[config.mk]
export PLATFORM = sky130hd
export DESIGN_NAME = deque_with_membership_search_flat
export DESIGN_NICKNAME = d
export VERILOG_FILES = /design/src/design/dq_pkg.sv /design/src/design/dq_if.sv /design/src/design/dq_cell.sv /design/src/design/dq_or_tree.sv /design/src/design/deque_with_membership_search.sv /design/src/flat_wrapper.sv
export SDC_FILE = /design/constraint.sdc
export NUM_CORES = 2
export LEC_CHECK = 0
export BUFFER_PORTS_ARGS = -buffer_cell sky130_fd_sc_hd__buf_4
export CORE_MARGIN = 5
export CORE_UTILIZATION = 56
export DETAILED_ROUTE_END_ITERATION = 10
export PLACE_DENSITY_LB_ADDON = 0.08
export SKIP_CTS_REPAIR_TIMING = 1
export SLEW_MARGIN = 10
export SYNTH_ARGS = -nofsm -noshare
export SYNTH_HDL_FRONTEND = slang
export SYNTH_HIERARCHICAL = 1
export SYNTH_SLANG_ARGS = --single-unit
[constraint.sdc]
create_clock -name clk -period 27.4 [get_ports clk]
set_clock_uncertainty 0.2 [all_clocks]
set_input_delay 2.74 -clock clk [delete_from_list [all_inputs] [get_ports clk]]
set_output_delay 2.74 -clock clk [all_outputs]
set_load 0.01 [all_outputs]
[src/design/dq_pkg.sv]
// Shared types, codes and sizing helpers for the double-ended queue with membership search.
// Used by the interfaces, the cell, the OR tree, the top level and the checker.
`default_nettype none

package dq_pkg;

  localparam int DQ_DEPTH      = 16;
  localparam int DQ_DATA_WIDTH = 32;
  localparam int MODE_WIDTH    = 3;
  localparam int VALUE_WIDTH   = 32;
  localparam int STATUS_WIDTH  = 2;
  localparam int TREE_FANIN    = 8;

  typedef enum logic [MODE_WIDTH-1:0] {
    MODE_PUSH_FRONT = 3'd0,
    MODE_PUSH_BACK  = 3'd1,
    MODE_POP_FRONT  = 3'd2,
    MODE_POP_BACK   = 3'd3,
    MODE_QUERY      = 3'd4
  } mode_t;

  typedef enum logic [STATUS_WIDTH-1:0] {
    STATUS_OK    = 2'd0,
    STATUS_EMPTY = 2'd1,
    STATUS_FULL  = 2'd2
  } status_t;

  typedef enum logic [2:0] {
    OP_NONE,
    OP_PUSH_FRONT,
    OP_PUSH_BACK,
    OP_POP_FRONT,
    OP_POP_BACK,
    OP_QUERY
  } op_t;

  typedef enum logic {
    ST_IDLE,
    ST_REDUCE
  } state_t;

  // Number of registered levels needed to fold n leaves down to one.
  function automatic int tree_levels(int n);
    int lv;
    int s;
    lv = 0;
    s  = n;
    while (s > 1) begin
      s  = (s + TREE_FANIN - 1) / TREE_FANIN;
      lv = lv + 1;
    end
    return lv;
  endfunction

endpackage

`default_nettype wire

[src/design/dq_if.sv]
// Valid/ready channel interfaces for request beats and result beats.
// Depends on dq_pkg for the field widths.
`default_nettype none

interface dq_in_if;
  logic                             valid;
  logic                             ready;
  logic [dq_pkg::MODE_WIDTH-1:0]    mode;
  logic [dq_pkg::VALUE_WIDTH-1:0]   value;

  modport source (output valid, output mode, output value, input ready);
  modport sink   (input valid, input mode, input value, output ready);
endinterface

interface dq_out_if;
  logic                             valid;
  logic                             ready;
  logic [dq_pkg::VALUE_WIDTH-1:0]   popped_value;
  logic                             found;
  logic [dq_pkg::STATUS_WIDTH-1:0]  status;

  modport source (output valid, output popped_value, output found, output status, input ready);
  modport sink   (input valid, input popped_value, input found, input status, output ready);
endinterface

`default_nettype wire

[src/design/dq_cell.sv]
// One storage cell of the shifting queue row: holds a word and its occupied flag.
// Depends on dq_pkg for the operation codes.
`default_nettype none

module dq_cell #(
  parameter int DATA_WIDTH = dq_pkg::DQ_DATA_WIDTH,
  parameter bit FIRST      = 1'b0
) (
  input  wire logic                  clk,
  input  wire logic                  rst_n,
  input  wire dq_pkg::op_t           op,
  input  wire logic [DATA_WIDTH-1:0] word,
  input  wire logic [DATA_WIDTH-1:0] left_data,
  input  wire logic                  left_valid,
  input  wire logic [DATA_WIDTH-1:0] right_data,
  input  wire logic                  right_valid,
  output logic [DATA_WIDTH-1:0]      data_o,
  output logic                       valid_o,
  output logic [DATA_WIDTH:0]        contrib
);

  logic [DATA_WIDTH-1:0] data_r;
  logic [DATA_WIDTH-1:0] data_nxt;
  logic                  valid_r;
  logic                  valid_nxt;

  always_comb begin
    data_nxt  = data_r;
    valid_nxt = valid_r;
    contrib   = '0;
    unique case (op)
      dq_pkg::OP_PUSH_FRONT: begin
        data_nxt  = left_data;
        valid_nxt = left_valid;
      end
      dq_pkg::OP_PUSH_BACK: begin
        if (!valid_r && left_valid) begin
          data_nxt  = word;
          valid_nxt = 1'b1;
        end
      end
      dq_pkg::OP_POP_FRONT: begin
        data_nxt  = right_data;
        valid_nxt = right_valid;
        if (FIRST && valid_r) begin
          contrib = {1'b0, data_r};
        end
      end
      dq_pkg::OP_POP_BACK: begin
        if (valid_r && !right_valid) begin
          valid_nxt = 1'b0;
          contrib   = {1'b0, data_r};
        end
      end
      dq_pkg::OP_QUERY: begin
        if (valid_r && (data_r == word)) begin
          contrib = {1'b1, {DATA_WIDTH{1'b0}}};
        end
      end
      dq_pkg::OP_NONE: begin
      end
      default: begin
      end
    endcase
  end

  always_ff @(posedge clk) begin
    if (!rst_n) begin
      valid_r <= 1'b0;
    end else begin
      valid_r <= valid_nxt;
    end
  end

  always_ff @(posedge clk) begin
    data_r <= data_nxt;
  end

  assign data_o  = data_r;
  assign valid_o = valid_r;

endmodule

`default_nettype wire

[src/design/dq_or_tree.sv]
// Registered OR reduction tree that gathers the answers of all cells.
// Depends on dq_pkg for the fan-in and the level count.
`default_nettype none

module dq_or_tree #(
  parameter int N = dq_pkg::DQ_DEPTH,
  parameter int W = dq_pkg::DQ_DATA_WIDTH + 1
) (
  input  wire logic         clk,
  input  wire logic         load,
  input  wire logic [W-1:0] leaf [N],
  output logic [W-1:0]      root
);

  localparam int LEVELS = dq_pkg::tree_levels(N);

  logic [W-1:0] lvl_r [LEVELS+1][N];

  always_ff @(posedge clk) begin
    logic [W-1:0] acc;
    if (load) begin
      for (int j = 0; j < N; j++) begin
        lvl_r[0][j] <= leaf[j];
      end
    end
    for (int k = 0; k < LEVELS; k++) begin
      for (int j = 0; j < N; j++) begin
        acc = '0;
        for (int t = 0; t < dq_pkg::TREE_FANIN; t++) begin
          if (j * dq_pkg::TREE_FANIN + t < N) begin
            acc = acc | lvl_r[k][j * dq_pkg::TREE_FANIN + t];
          end
        end
        lvl_r[k+1][j] <= acc;
      end
    end
  end

  assign root = lvl_r[LEVELS][0];

endmodule

`default_nettype wire

[src/design/deque_with_membership_search.sv]
// Top level of the double-ended queue with membership search.
// Depends on dq_pkg, dq_if, dq_cell and dq_or_tree.
//
// The queue is a row of DEPTH cells packed from the front: pushes and pops at the front shift
// the whole row by one cell, while pushes and pops at the back touch only the cell at the end of
// the occupied run. Every cell also compares its word with the search value, and the cells'
// answers are gathered by a registered OR tree with a fan-in of eight. One request beat is in
// flight at a time: its result beat is registered once the cells' answers have passed the leaf
// registers and every level of the OR tree, and the next request is taken only once that result
// has been taken. The depth of the OR tree thus sets how long a beat lasts. Entries need
// no clearing after reset; the block takes requests from the first cycle out of reset.
`default_nettype none

module deque_with_membership_search #(
  parameter int DEPTH      = dq_pkg::DQ_DEPTH,
  parameter int DATA_WIDTH = dq_pkg::DQ_DATA_WIDTH
) (
  input  wire logic clk,
  input  wire logic rst_n,
  dq_in_if.sink     in_beat,
  dq_out_if.source  out_beat
);

  localparam int LEVELS = dq_pkg::tree_levels(DEPTH);
  localparam int CNT_W  = $clog2(LEVELS + 1);
  localparam int VW     = dq_pkg::VALUE_WIDTH;

  dq_pkg::state_t          state_r;
  dq_pkg::state_t          state_nxt;
  logic [CNT_W-1:0]        cnt_r;
  logic                    accept;
  logic                    tree_done;
  dq_pkg::op_t             op;
  dq_pkg::status_t         status_nxt;
  dq_pkg::status_t         status_r;
  logic [DATA_WIDTH-1:0]   word;
  logic [DATA_WIDTH-1:0]   cell_data    [DEPTH];
  logic [DEPTH-1:0]        cell_valid;
  logic [DATA_WIDTH:0]     cell_contrib [DEPTH];
  logic [DATA_WIDTH:0]     root;
  logic [VW-1:0]           popped;
  logic                    out_valid_r;
  logic [VW-1:0]           out_popped_r;
  logic                    out_found_r;
  logic [dq_pkg::STATUS_WIDTH-1:0] out_status_r;

  generate
    if (DATA_WIDTH > VW) begin : g_wide
      assign word   = {{(DATA_WIDTH-VW){1'b0}}, in_beat.value};
      assign popped = root[VW-1:0];
    end else if (DATA_WIDTH == VW) begin : g_same
      assign word   = in_beat.value;
      assign popped = root[VW-1:0];
    end else begin : g_narrow
      assign word   = in_beat.value[DATA_WIDTH-1:0];
      assign popped = {{(VW-DATA_WIDTH){1'b0}}, root[DATA_WIDTH-1:0]};
    end
  endgenerate

  assign accept = in_beat.valid && in_beat.ready;

  always_comb begin
    op         = dq_pkg::OP_NONE;
    status_nxt = dq_pkg::STATUS_OK;
    if (accept) begin
      unique case (dq_pkg::mode_t'(in_beat.mode))
        dq_pkg::MODE_PUSH_FRONT: begin
          if (cell_valid[DEPTH-1]) begin
            status_nxt = dq_pkg::STATUS_FULL;
          end else begin
            op = dq_pkg::OP_PUSH_FRONT;
          end
        end
        dq_pkg::MODE_PUSH_BACK: begin
          if (cell_valid[DEPTH-1]) begin
            status_nxt = dq_pkg::STATUS_FULL;
          end else begin
            op = dq_pkg::OP_PUSH_BACK;
          end
        end
        dq_pkg::MODE_POP_FRONT: begin
          if (!cell_valid[0]) begin
            status_nxt = dq_pkg::STATUS_EMPTY;
          end else begin
            op = dq_pkg::OP_POP_FRONT;
          end
        end
        dq_pkg::MODE_POP_BACK: begin
          if (!cell_valid[0]) begin
            status_nxt = dq_pkg::STATUS_EMPTY;
          end else begin
            op = dq_pkg::OP_POP_BACK;
          end
        end
        dq_pkg::MODE_QUERY: begin
          op = dq_pkg::OP_QUERY;
        end
        default: begin
        end
      endcase
    end
  end

  generate
    for (genvar i = 0; i < DEPTH; i++) begin : g_cell
      logic [DATA_WIDTH-1:0] left_data;
      logic                  left_valid;
      logic [DATA_WIDTH-1:0] right_data;
      logic                  right_valid;

      if (i == 0) begin : g_head
        assign left_data  = word;
        assign left_valid = 1'b1;
      end else begin : g_body
        assign left_data  = cell_data[i-1];
        assign left_valid = cell_valid[i-1];
      end

      if (i == DEPTH - 1) begin : g_tail
        assign right_data  = '0;
        assign right_valid = 1'b0;
      end else begin : g_inner
        assign right_data  = cell_data[i+1];
        assign right_valid = cell_valid[i+1];
      end

      dq_cell #(
        .DATA_WIDTH (DATA_WIDTH),
        .FIRST      (i == 0)
      ) u_cell (
        .clk         (clk),
        .rst_n       (rst_n),
        .op          (op),
        .word        (word),
        .left_data   (left_data),
        .left_valid  (left_valid),
        .right_data  (right_data),
        .right_valid (right_valid),
        .data_o      (cell_data[i]),
        .valid_o     (cell_valid[i]),
        .contrib     (cell_contrib[i])
      );
    end
  endgenerate

  dq_or_tree #(
    .N (DEPTH),
    .W (DATA_WIDTH + 1)
  ) u_tree (
    .clk  (clk),
    .load (accept),
    .leaf (cell_contrib),
    .root (root)
  );

  always_comb begin
    state_nxt = state_r;
    unique case (state_r)
      dq_pkg::ST_IDLE: begin
        if (accept) begin
          state_nxt = dq_pkg::ST_REDUCE;
        end
      end
      dq_pkg::ST_REDUCE: begin
        if (tree_done) begin
          state_nxt = dq_pkg::ST_IDLE;
        end
      end
      default: begin
        state_nxt = dq_pkg::ST_IDLE;
      end
    endcase
  end

  always_comb begin
    in_beat.ready = (state_r == dq_pkg::ST_IDLE) && !out_valid_r;
    tree_done     = (state_r == dq_pkg::ST_REDUCE) && (cnt_r == CNT_W'(LEVELS));
  end

  always_ff @(posedge clk) begin
    if (!rst_n) begin
      state_r     <= dq_pkg::ST_IDLE;
      cnt_r       <= '0;
      out_valid_r <= 1'b0;
    end else begin
      state_r <= state_nxt;
      if (accept) begin
        cnt_r <= '0;
      end else if (state_r == dq_pkg::ST_REDUCE) begin
        cnt_r <= cnt_r + 1'b1;
      end
      if (tree_done) begin
        out_valid_r <= 1'b1;
      end else if (out_beat.ready) begin
        out_valid_r <= 1'b0;
      end
    end
  end

  always_ff @(posedge clk) begin
    if (accept) begin
      status_r <= status_nxt;
    end
    if (tree_done) begin
      out_popped_r <= popped;
      out_found_r  <= root[DATA_WIDTH];
      out_status_r <= status_r;
    end
  end

  assign out_beat.valid        = out_valid_r;
  assign out_beat.popped_value = out_popped_r;
  assign out_beat.found        = out_found_r;
  assign out_beat.status       = out_status_r;

endmodule

`default_nettype wire

[src/flat_wrapper.sv]
// flat-port wrapper written by rule: the top's interface ports become plain ports
module deque_with_membership_search_flat 
#(
  parameter int DEPTH      = dq_pkg::DQ_DEPTH,
  parameter int DATA_WIDTH = dq_pkg::DQ_DATA_WIDTH
)
  (clk, rst_n, in_beat_valid, in_beat_mode, in_beat_value, in_beat_ready, out_beat_valid, out_beat_popped_value, out_beat_found, out_beat_status, out_beat_ready);
  dq_in_if in_beat_i ();
  dq_out_if out_beat_i ();
  input  wire logic clk;
  input  wire logic rst_n;
  input wire logic [$bits(in_beat_i.valid)-1:0] in_beat_valid;
  input wire logic [$bits(in_beat_i.mode)-1:0] in_beat_mode;
  input wire logic [$bits(in_beat_i.value)-1:0] in_beat_value;
  output wire logic [$bits(in_beat_i.ready)-1:0] in_beat_ready;
  output wire logic [$bits(out_beat_i.valid)-1:0] out_beat_valid;
  output wire logic [$bits(out_beat_i.popped_value)-1:0] out_beat_popped_value;
  output wire logic [$bits(out_beat_i.found)-1:0] out_beat_found;
  output wire logic [$bits(out_beat_i.status)-1:0] out_beat_status;
  input wire logic [$bits(out_beat_i.ready)-1:0] out_beat_ready;
  assign in_beat_i.valid = in_beat_valid;
  assign in_beat_i.mode = in_beat_mode;
  assign in_beat_i.value = in_beat_value;
  assign in_beat_ready = in_beat_i.ready;
  assign out_beat_valid = out_beat_i.valid;
  assign out_beat_popped_value = out_beat_i.popped_value;
  assign out_beat_found = out_beat_i.found;
  assign out_beat_status = out_beat_i.status;
  assign out_beat_i.ready = out_beat_ready;
  deque_with_membership_search #(.DEPTH(DEPTH), .DATA_WIDTH(DATA_WIDTH)) u_core (.clk(clk), .rst_n(rst_n), .in_beat(in_beat_i), .out_beat(out_beat_i));
endmodule
==> Yosys cells after proc, flatten, opt, wreduce, memory -nomap -nowiden <==
Memories as Yosys holds them, arrays and structs flattened. A register that Yosys moved wholly into a read port is not among the register bits.
Cells that the tools add are included.
{ "word_totals": {"regBits": 536, "output_inout_bits": 37, "memories": 1, "in_bits": 39, "ram_bits": 1584, "elab_cells": 361} }
{ "op_classes": {"n_reduce_logical": 93, "add_sub_neg": 1, "bitwise_logic": 30, "eq_ne": 57, "mux": 142} }
{ "memory_table": {"columns": ["name", "depth", "word_bits", "rd", "rd_ports_with_merged_regs", "write_ports", "line_no", "source"], "rows": [
  ["u_core.u_tree.lvl_r", 3, 528, 3, 1, 3, "dq_or_tree.sv:17", "logic [W-1:0] lvl_r [LEVELS+1][N];"]
]} }
{ "op_table": {"columns": ["cell", "count"], "rows": [
  ["32-bit case mux with 3 select lines", 16],
  ["32-bit 2-to-1 mux", 33],
  ["33-bit case mux with 2 select lines", 15],
  ["33-bit bitwise OR", 28],
  ["33-bit 2-to-1 mux", 16],
  ["32-bit equality test", 16],
  ["33-bit case mux with 3 select lines", 1],
  ["2-bit inequality test (second input constant)", 31],
  ["1-bit case mux with 4 select lines", 14],
  ["3-bit AND reduction", 14],
  ["1-bit 2-to-1 mux", 37],
  ["2-bit AND reduction", 18],
  ["1-bit logical AND", 34],
  ["1-bit zero test", 16],
  ["3-bit case mux with 5 select lines", 1],
  ["3-bit by 2-bit equality test with 1-bit output (second input constant)", 4],
  ["2-bit OR reduction", 5],
  ["3-bit equality test (second input constant)", 3],
  ["3-bit nonzero test", 3],
  ["3-bit by 1-bit equality test with 1-bit output (second input constant)", 2],
  ["2-bit 2-to-1 mux", 3],
  ["3-bit 2-to-1 mux", 2],
  ["1-bit case mux with 3 select lines", 2],
  ["2-bit case mux with 2 select lines", 1],
  ["7 further kinds", 8]
]} }

==> Depth between registers and ports, before layout <==
{ "logic_depth": {"word_depth": 8, "ltp_mapped": 8, "ltp_nobuf": 7} }

==> Modules after synthesis <==
The synthesis kept the hierarchy.
{ "by_module_without_submodules": {"columns": ["module", "cells_per_inst", "area_per_inst_um2", "instances"], "rows": [
  ["dq_cell (u_core.g_cell[10].u_cell ...)", 233, 2327.2, 14],
  ["dq_or_tree", 858, 19117.1, 1],
  ["dq_cell (u_core.g_cell[9].u_cell)", 233, 2333.5, 1],
  ["dq_cell (u_core.g_cell[0].u_cell)", 234, 2312.2, 1],
  ["deque_with_membership_search", 72, 1397.6, 1]
]} }

==> Least setup slack after synthesis <==
Ideal clock, no wire load.
{ "synth_timing": {"path_kind": "input to register", "start": "input in_beat_valid", "end": "register u_core.status_r[0] (enable)", "t_arrival_ps": 13392, "setup_time_ps": 877, "n_path_buf": 1, "t_required_ps": 26323, "path_stages": 3, "slack_ps": 12932, "cell_sequence": "or3b_1 buf_6 inv_1"} }
{ "synth_via": {"elab_chain_len": 1} }
{ "synth_lines": {"columns": ["item", "line_no", "source"], "rows": [
  ["from (decl)", "flat_wrapper.sv:12", "input wire logic [$bits(in_beat_i.valid)-1:0] in_beat_valid;"],
  ["1-bit logical AND", "deque_with_membership_search.sv:60", "assign accept = in_beat.valid && in_beat.ready;"],
  ["net u_core.accept", "deque_with_membership_search.sv:31", "logic accept;"],
  ["to (signal assigned)", "deque_with_membership_search.sv:202", "status_r <= status_nxt;"],
  ["to (decl)", "deque_with_membership_search.sv:35", "dq_pkg::status_t status_r;"]
]} }
The timed path passes the listed nets, and every way through them passes these cells.
A chain may end at the register's enable or synchronous reset.

==> Worst setup path after layout <==
{ "layout_timing": {"start": "input in_beat_valid", "end": "register u_core.g_cell[10].u_cell.data_r[0], data pin"} }
{ "layout_via": {"elab_chain_len": 4} }
{ "layout_lines": {"columns": ["item", "line_no", "source"], "rows": [
  ["1-bit logical AND *", "deque_with_membership_search.sv:60", null],
  ["3-bit 2-to-1 mux *", "deque_with_membership_search.sv:65", "if (accept) begin"],
  ["net u_core.op[0]", "deque_with_membership_search.sv:33", "dq_pkg::op_t op;"],
  ["3-bit by 2-bit equality test with 1-bit output / 3-bit by 1-bit equality test with 1-bit output (equally long branches)", "dq_cell.sv:31", "unique case (op)"],
  ["32-bit case mux with 3 select lines *", "dq_cell.sv:31", null],
  ["net u_core.g_cell[10].u_cell.data_nxt[0]", "dq_cell.sv:23", "logic [DATA_WIDTH-1:0] data_nxt;"],
  ["to (signal assigned)", "dq_cell.sv:76", "data_r <= data_nxt;"],
  ["to (decl)", "dq_cell.sv:22", "logic [DATA_WIDTH-1:0] data_r;"]
]} }
Mark *: on every way through the listed nets, which the timed path passes. The rest lies on a longest branch.

==> metrics.log <==
[metrics] worst voltage drop across the vdd grid: 64.06 uV
[metrics] final number of max-transition violations: 0
[metrics] max frequency: 0.1246 GHz
[metrics] count of nets left with antenna violations after detail routing: 0
[metrics] internal power component: 3.199 mW
[metrics] number of flops mapped to enable cells by yosys: 1077
[metrics] clock transition at the register clock pins on the worst setup and hold paths after CTS: 0.06 ns
[metrics] CTS tree: yes
[metrics] M2 GR Usage: 44.56%
[metrics] clock share of power: 41.8%
[metrics] kind of launch point of the worst setup path: primary input
[metrics] slack of the critical path: 19.38 ns
[metrics] pwr dens: 64.97 mW/mm^2
[metrics] GR met3 Demand/Resource: 5.813%
[metrics] sequential power share: 51.1%
[metrics] Net Sw Frac: 23.01%
[metrics] CTS Buf Count: 131
[metrics] num rows: 117
[metrics] via count of the first global-routing pass: 35990
[metrics] Syn. warnings: 6
[metrics] maximum number of pins on one net before global-route repair: 191
[metrics] total of max-cap violations: 0
[metrics] layout filler cell count: 8030
[metrics] antenna violations before repair: 18
[metrics] most utilized layer in the global route result: met2
[metrics] num ports: 76
[metrics] unrepaired setup endpoints after global routing: false
[metrics] Setup-failing EPs final: 0
[metrics] number of standard cells after synthesis: 4659
[metrics] final weighted congestion in routability-driven placement: 0.8242
[metrics] portion of total power attributed to combinational logic: 7.1%
[metrics] part of the cycle the worst path needs: 29.28%
[metrics] Leak Pwr: 22.98 nW
[metrics] cells taking the most area after synthesis: sky130_fd_sc_hd__edfxtp_1, sky130_fd_sc_hd__mux2i_1, sky130_fd_sc_hd__xor2_1
[metrics] type of destination of the critical path: register
[metrics] total of flip-flops plus latches after synthesis: 1196
[metrics] pre-CTS setup slack: 18.72 ns
[metrics] multi-input gate area in the final layout: 0.02216 mm^2
[metrics] Power Total: 4.155 mW
[metrics] outcome: finished clean
[metrics] core area: 0.1020 mm^2
[metrics] Setup TNS: 0 ns
[metrics] library cell occupying the most area in the post-synthesis netlist: sky130_fd_sc_hd__edfxtp_1
[metrics] Avg Inst Size Synth: 12.39 um^2
[metrics] die footprint: 0.1096 mm^2
[metrics] Psw: 0.9561 mW
[metrics] dominant synthesized flop cell: sky130_fd_sc_hd__edfxtp_1
[metrics] placement-stage cell area: 0.05969 mm^2
[metrics] starting DRC count in detailed routing: 3490
[metrics] top-area cell type share of the netlist area: 56.01%
[metrics] Chip Width: 331.1 um
[metrics] share of synthesized area occupied by flip-flops and latches: 60.14%
[metrics] number of input and output port buffers inserted: 75
[metrics] drt pass-1 iters: 6
[metrics] fraction of met1 tracks used by global routing: 40.39%
[metrics] overflow left after global routing: 0
[metrics] total routing resource utilization after global routing: 28.13%
[metrics] effective utilization at floorplan: 56.59%
[metrics] Post-Route WL: 154900 um
[metrics] H-tree lvl count: 4
[metrics] Worst Max-Slew Pin Slew: 1.281 ns
[metrics] via count normalized by instance count: 5.868
[metrics] final hold viol count: 0
[metrics] highest fanout seen on the critical path: 122
[metrics] clock net sink count: 1196
[metrics] required time worst endpoint: 27.63 ns
[metrics] post-layout minimum cycle time: 8.023 ns
[metrics] total via count after detailed routing: 36480
[metrics] layout net count: 4778
[metrics] Critical Path AT: 8.25 ns
[metrics] clock tree buffer depth: 3
[metrics] cell area after synthesis: 0.05774 mm^2
[metrics] HPWL after DPL: 101700 um
[metrics] area added between synthesis and finish: 10.77%
[metrics] DRC violation count after routing: 0
[metrics] number of unique standard cell types used by synthesis: 45
[metrics] Root Buffer: sky130_fd_sc_hd__clkbuf_16
[metrics] Clock Latency Late Sink: 0.72 ns
[metrics] share of final-layout standard cells stronger than drive strength 1: 9.959%
[metrics] final design instance area without fill: 0.06396 mm^2
[metrics] fraction of registers with async set/reset: 0%
[metrics] Sequential Area: 0.03472 mm^2
[metrics] class of the worst hold path: register to register
[metrics] type of the setup path with the least slack: primary input to register
[metrics] max_slew headroom: 13.81%
[metrics] wire length of the first global-routing pass: 231500 um
[metrics] DR WL/cell: 24.92 um
[metrics] die height: 331.1 um
sequential cells by signal, indices dropped and copies added, names as in the netlist:
name                          flops
u_core/u_tree/lvl_r             627
u_core/g_cell.u_cell/data_o     512
u_core/out_beat.popped_value     32
u_core/g_cell.u_cell/valid_o     16
u_core/cnt_r                      2
u_core/out_beat.status            2
u_core/status_r                   2
u_core/out_beat.found             1
u_core/out_beat.valid             1
u_core/state_r                    1
critical path, cell delays in order:
cell                      delay (ns)
sky130_fd_sc_hd__buf_4          0.08
sky130_fd_sc_hd__or3b_1         0.57
sky130_fd_sc_hd__nor3_4         0.28
sky130_fd_sc_hd__buf_12         0.58
sky130_fd_sc_hd__buf_4          0.74
sky130_fd_sc_hd__buf_4          0.85
sky130_fd_sc_hd__buf_4          0.89
sky130_fd_sc_hd__buf_4          0.84
sky130_fd_sc_hd__mux2i_1        0.26
sky130_fd_sc_hd__o21ai_0        0.13
per-stage QoR:
stage / std cells / hold WS [ns] / utilization (%)
after global placement: 5972 / 0.1858 / 58.50
after floorplan: 4695 / 0.1855 / -
after CTS: 6207 / 0.2018 / 62.63
after global routing: 6209 / 0.2051 / 62.67
final: 6217 / 0.2016 / 62.69
after detailed placement: 5972 / 0.1887 / 58.50
final timing paths:
kind / start / end / slack [ns] / cells past startpoint
hold / removal: u_core/u_tree/lvl_r[2][524] / u_core/out_beat.popped_value[29] / 0.20 / 0
setup / recovery: in_beat_valid / u_core/g_cell[10].u_cell/data_o[0] / 19.38 / 10
setup reg to reg: u_core/state_r / u_core/g_cell[10].u_cell/data_o[0] / 21.08 / 9
hold reg to reg: u_core/u_tree/lvl_r[2][524] / u_core/out_beat.popped_value[29] / 0.20 / 0
cells in the mapped netlist (2+ instances only):
cell and number:
sky130_fd_sc_hd__a211oi_1 17, sky130_fd_sc_hd__a21oi_1 16, sky130_fd_sc_hd__a31oi_1 18, sky130_fd_sc_hd__and2_1 511
sky130_fd_sc_hd__and2_2 2, sky130_fd_sc_hd__buf_2 122, sky130_fd_sc_hd__buf_4 16, sky130_fd_sc_hd__buf_6 4
sky130_fd_sc_hd__clkbuf_1 6, sky130_fd_sc_hd__clkbuf_2 75, sky130_fd_sc_hd__conb_1 2, sky130_fd_sc_hd__dfxtp_1 119
sky130_fd_sc_hd__edfxtp_1 1077, sky130_fd_sc_hd__inv_1 19, sky130_fd_sc_hd__mux2i_1 528, sky130_fd_sc_hd__nand2_1 597
sky130_fd_sc_hd__nand2b_1 15, sky130_fd_sc_hd__nand3_1 32, sky130_fd_sc_hd__nand3b_4 15, sky130_fd_sc_hd__nand4_1 17
sky130_fd_sc_hd__nor2_1 51, sky130_fd_sc_hd__nor2b_1 5, sky130_fd_sc_hd__nor3_1 16, sky130_fd_sc_hd__nor3_2 17
sky130_fd_sc_hd__nor3b_1 16, sky130_fd_sc_hd__nor4_1 200, sky130_fd_sc_hd__nor4_2 60, sky130_fd_sc_hd__o21ai_0 495
sky130_fd_sc_hd__o21ai_1 32, sky130_fd_sc_hd__or2_2 33, sky130_fd_sc_hd__xnor2_1 19, sky130_fd_sc_hd__xor2_1 494
cell usage in the layout (no fill, tap or decap), drive strengths merged, types with 5 or more instances in the layout:
master	n
edfxtp	1077
diode	9
nand4	17
a31oi	18
dfxtp	119
nand2	597
nor3	33
xor2	494
nand2b	15
a211oi	17
buf	135
clkbuf	181
nor2b	5
nand3b	15
a21oi	17
o21ai	527
clkinv	41
nand3	32
and2	513
or2	33
xnor2	19
inv	23
nor3b	16
mux2i	528
nor2	51
nor4	260
bufinv	9
conb	38
cell families (layout without fill, tap and decap cells):
group / after synthesis / count (layout) / synth area share, %
AOI/OAI and AO/OA: 584 / 584 / 5.227
DFF: 1196 / 1196 / 60.14
xor gates and xnor gates: 513 / 513 / 7.781
buffers and inverters: 245 / 390 / 2.182
adders and majority gates: 1 / 1 / 0.02167
other: 2 / 47 / 0.01301
muxes: 528 / 528 / 9.153
and+or+nand+nor: 1590 / 1590 / 15.49
cell type report:
| type | instances | area share [%] |
|---|---|---|
| clock inverter | 54 | 0.7512 |
| sequential | 1196 | 54.29 |
| antenna | 9 | 0.03521 |
| clock buffer | 181 | 5.826 |
| tap | 1368 | 2.676 |
| multi-input combinational | 3254 | 34.65 |
| timing repair buffer | 135 | 1.643 |
| inverter | 20 | 0.1291 |
metal layers:
| layer | wire length, um | vias up |
|---|---|---|
| met5 | 46 | - |
| met4 | 3306 | 8 |
| met3 | 11840 | 203 |
| met2 | 71600 | 1097 |
| met1 | 68110 | 18200 |
| li1 | - | 16970 |
power groups by stage:
stage	Sequential, mW	Combinational (mW)	Clock, mW
6_report	2.12	0.294	1.74
2_1_floorplan	2.17	0.187	0
4_1_cts	2.12	0.292	1.77
3_3_place_gp	2.16	0.284	0
3_5_place_dp	2.16	0.290	0
5_1_grt	2.13	0.319	1.85
Power figures use the tool's default switching activity.
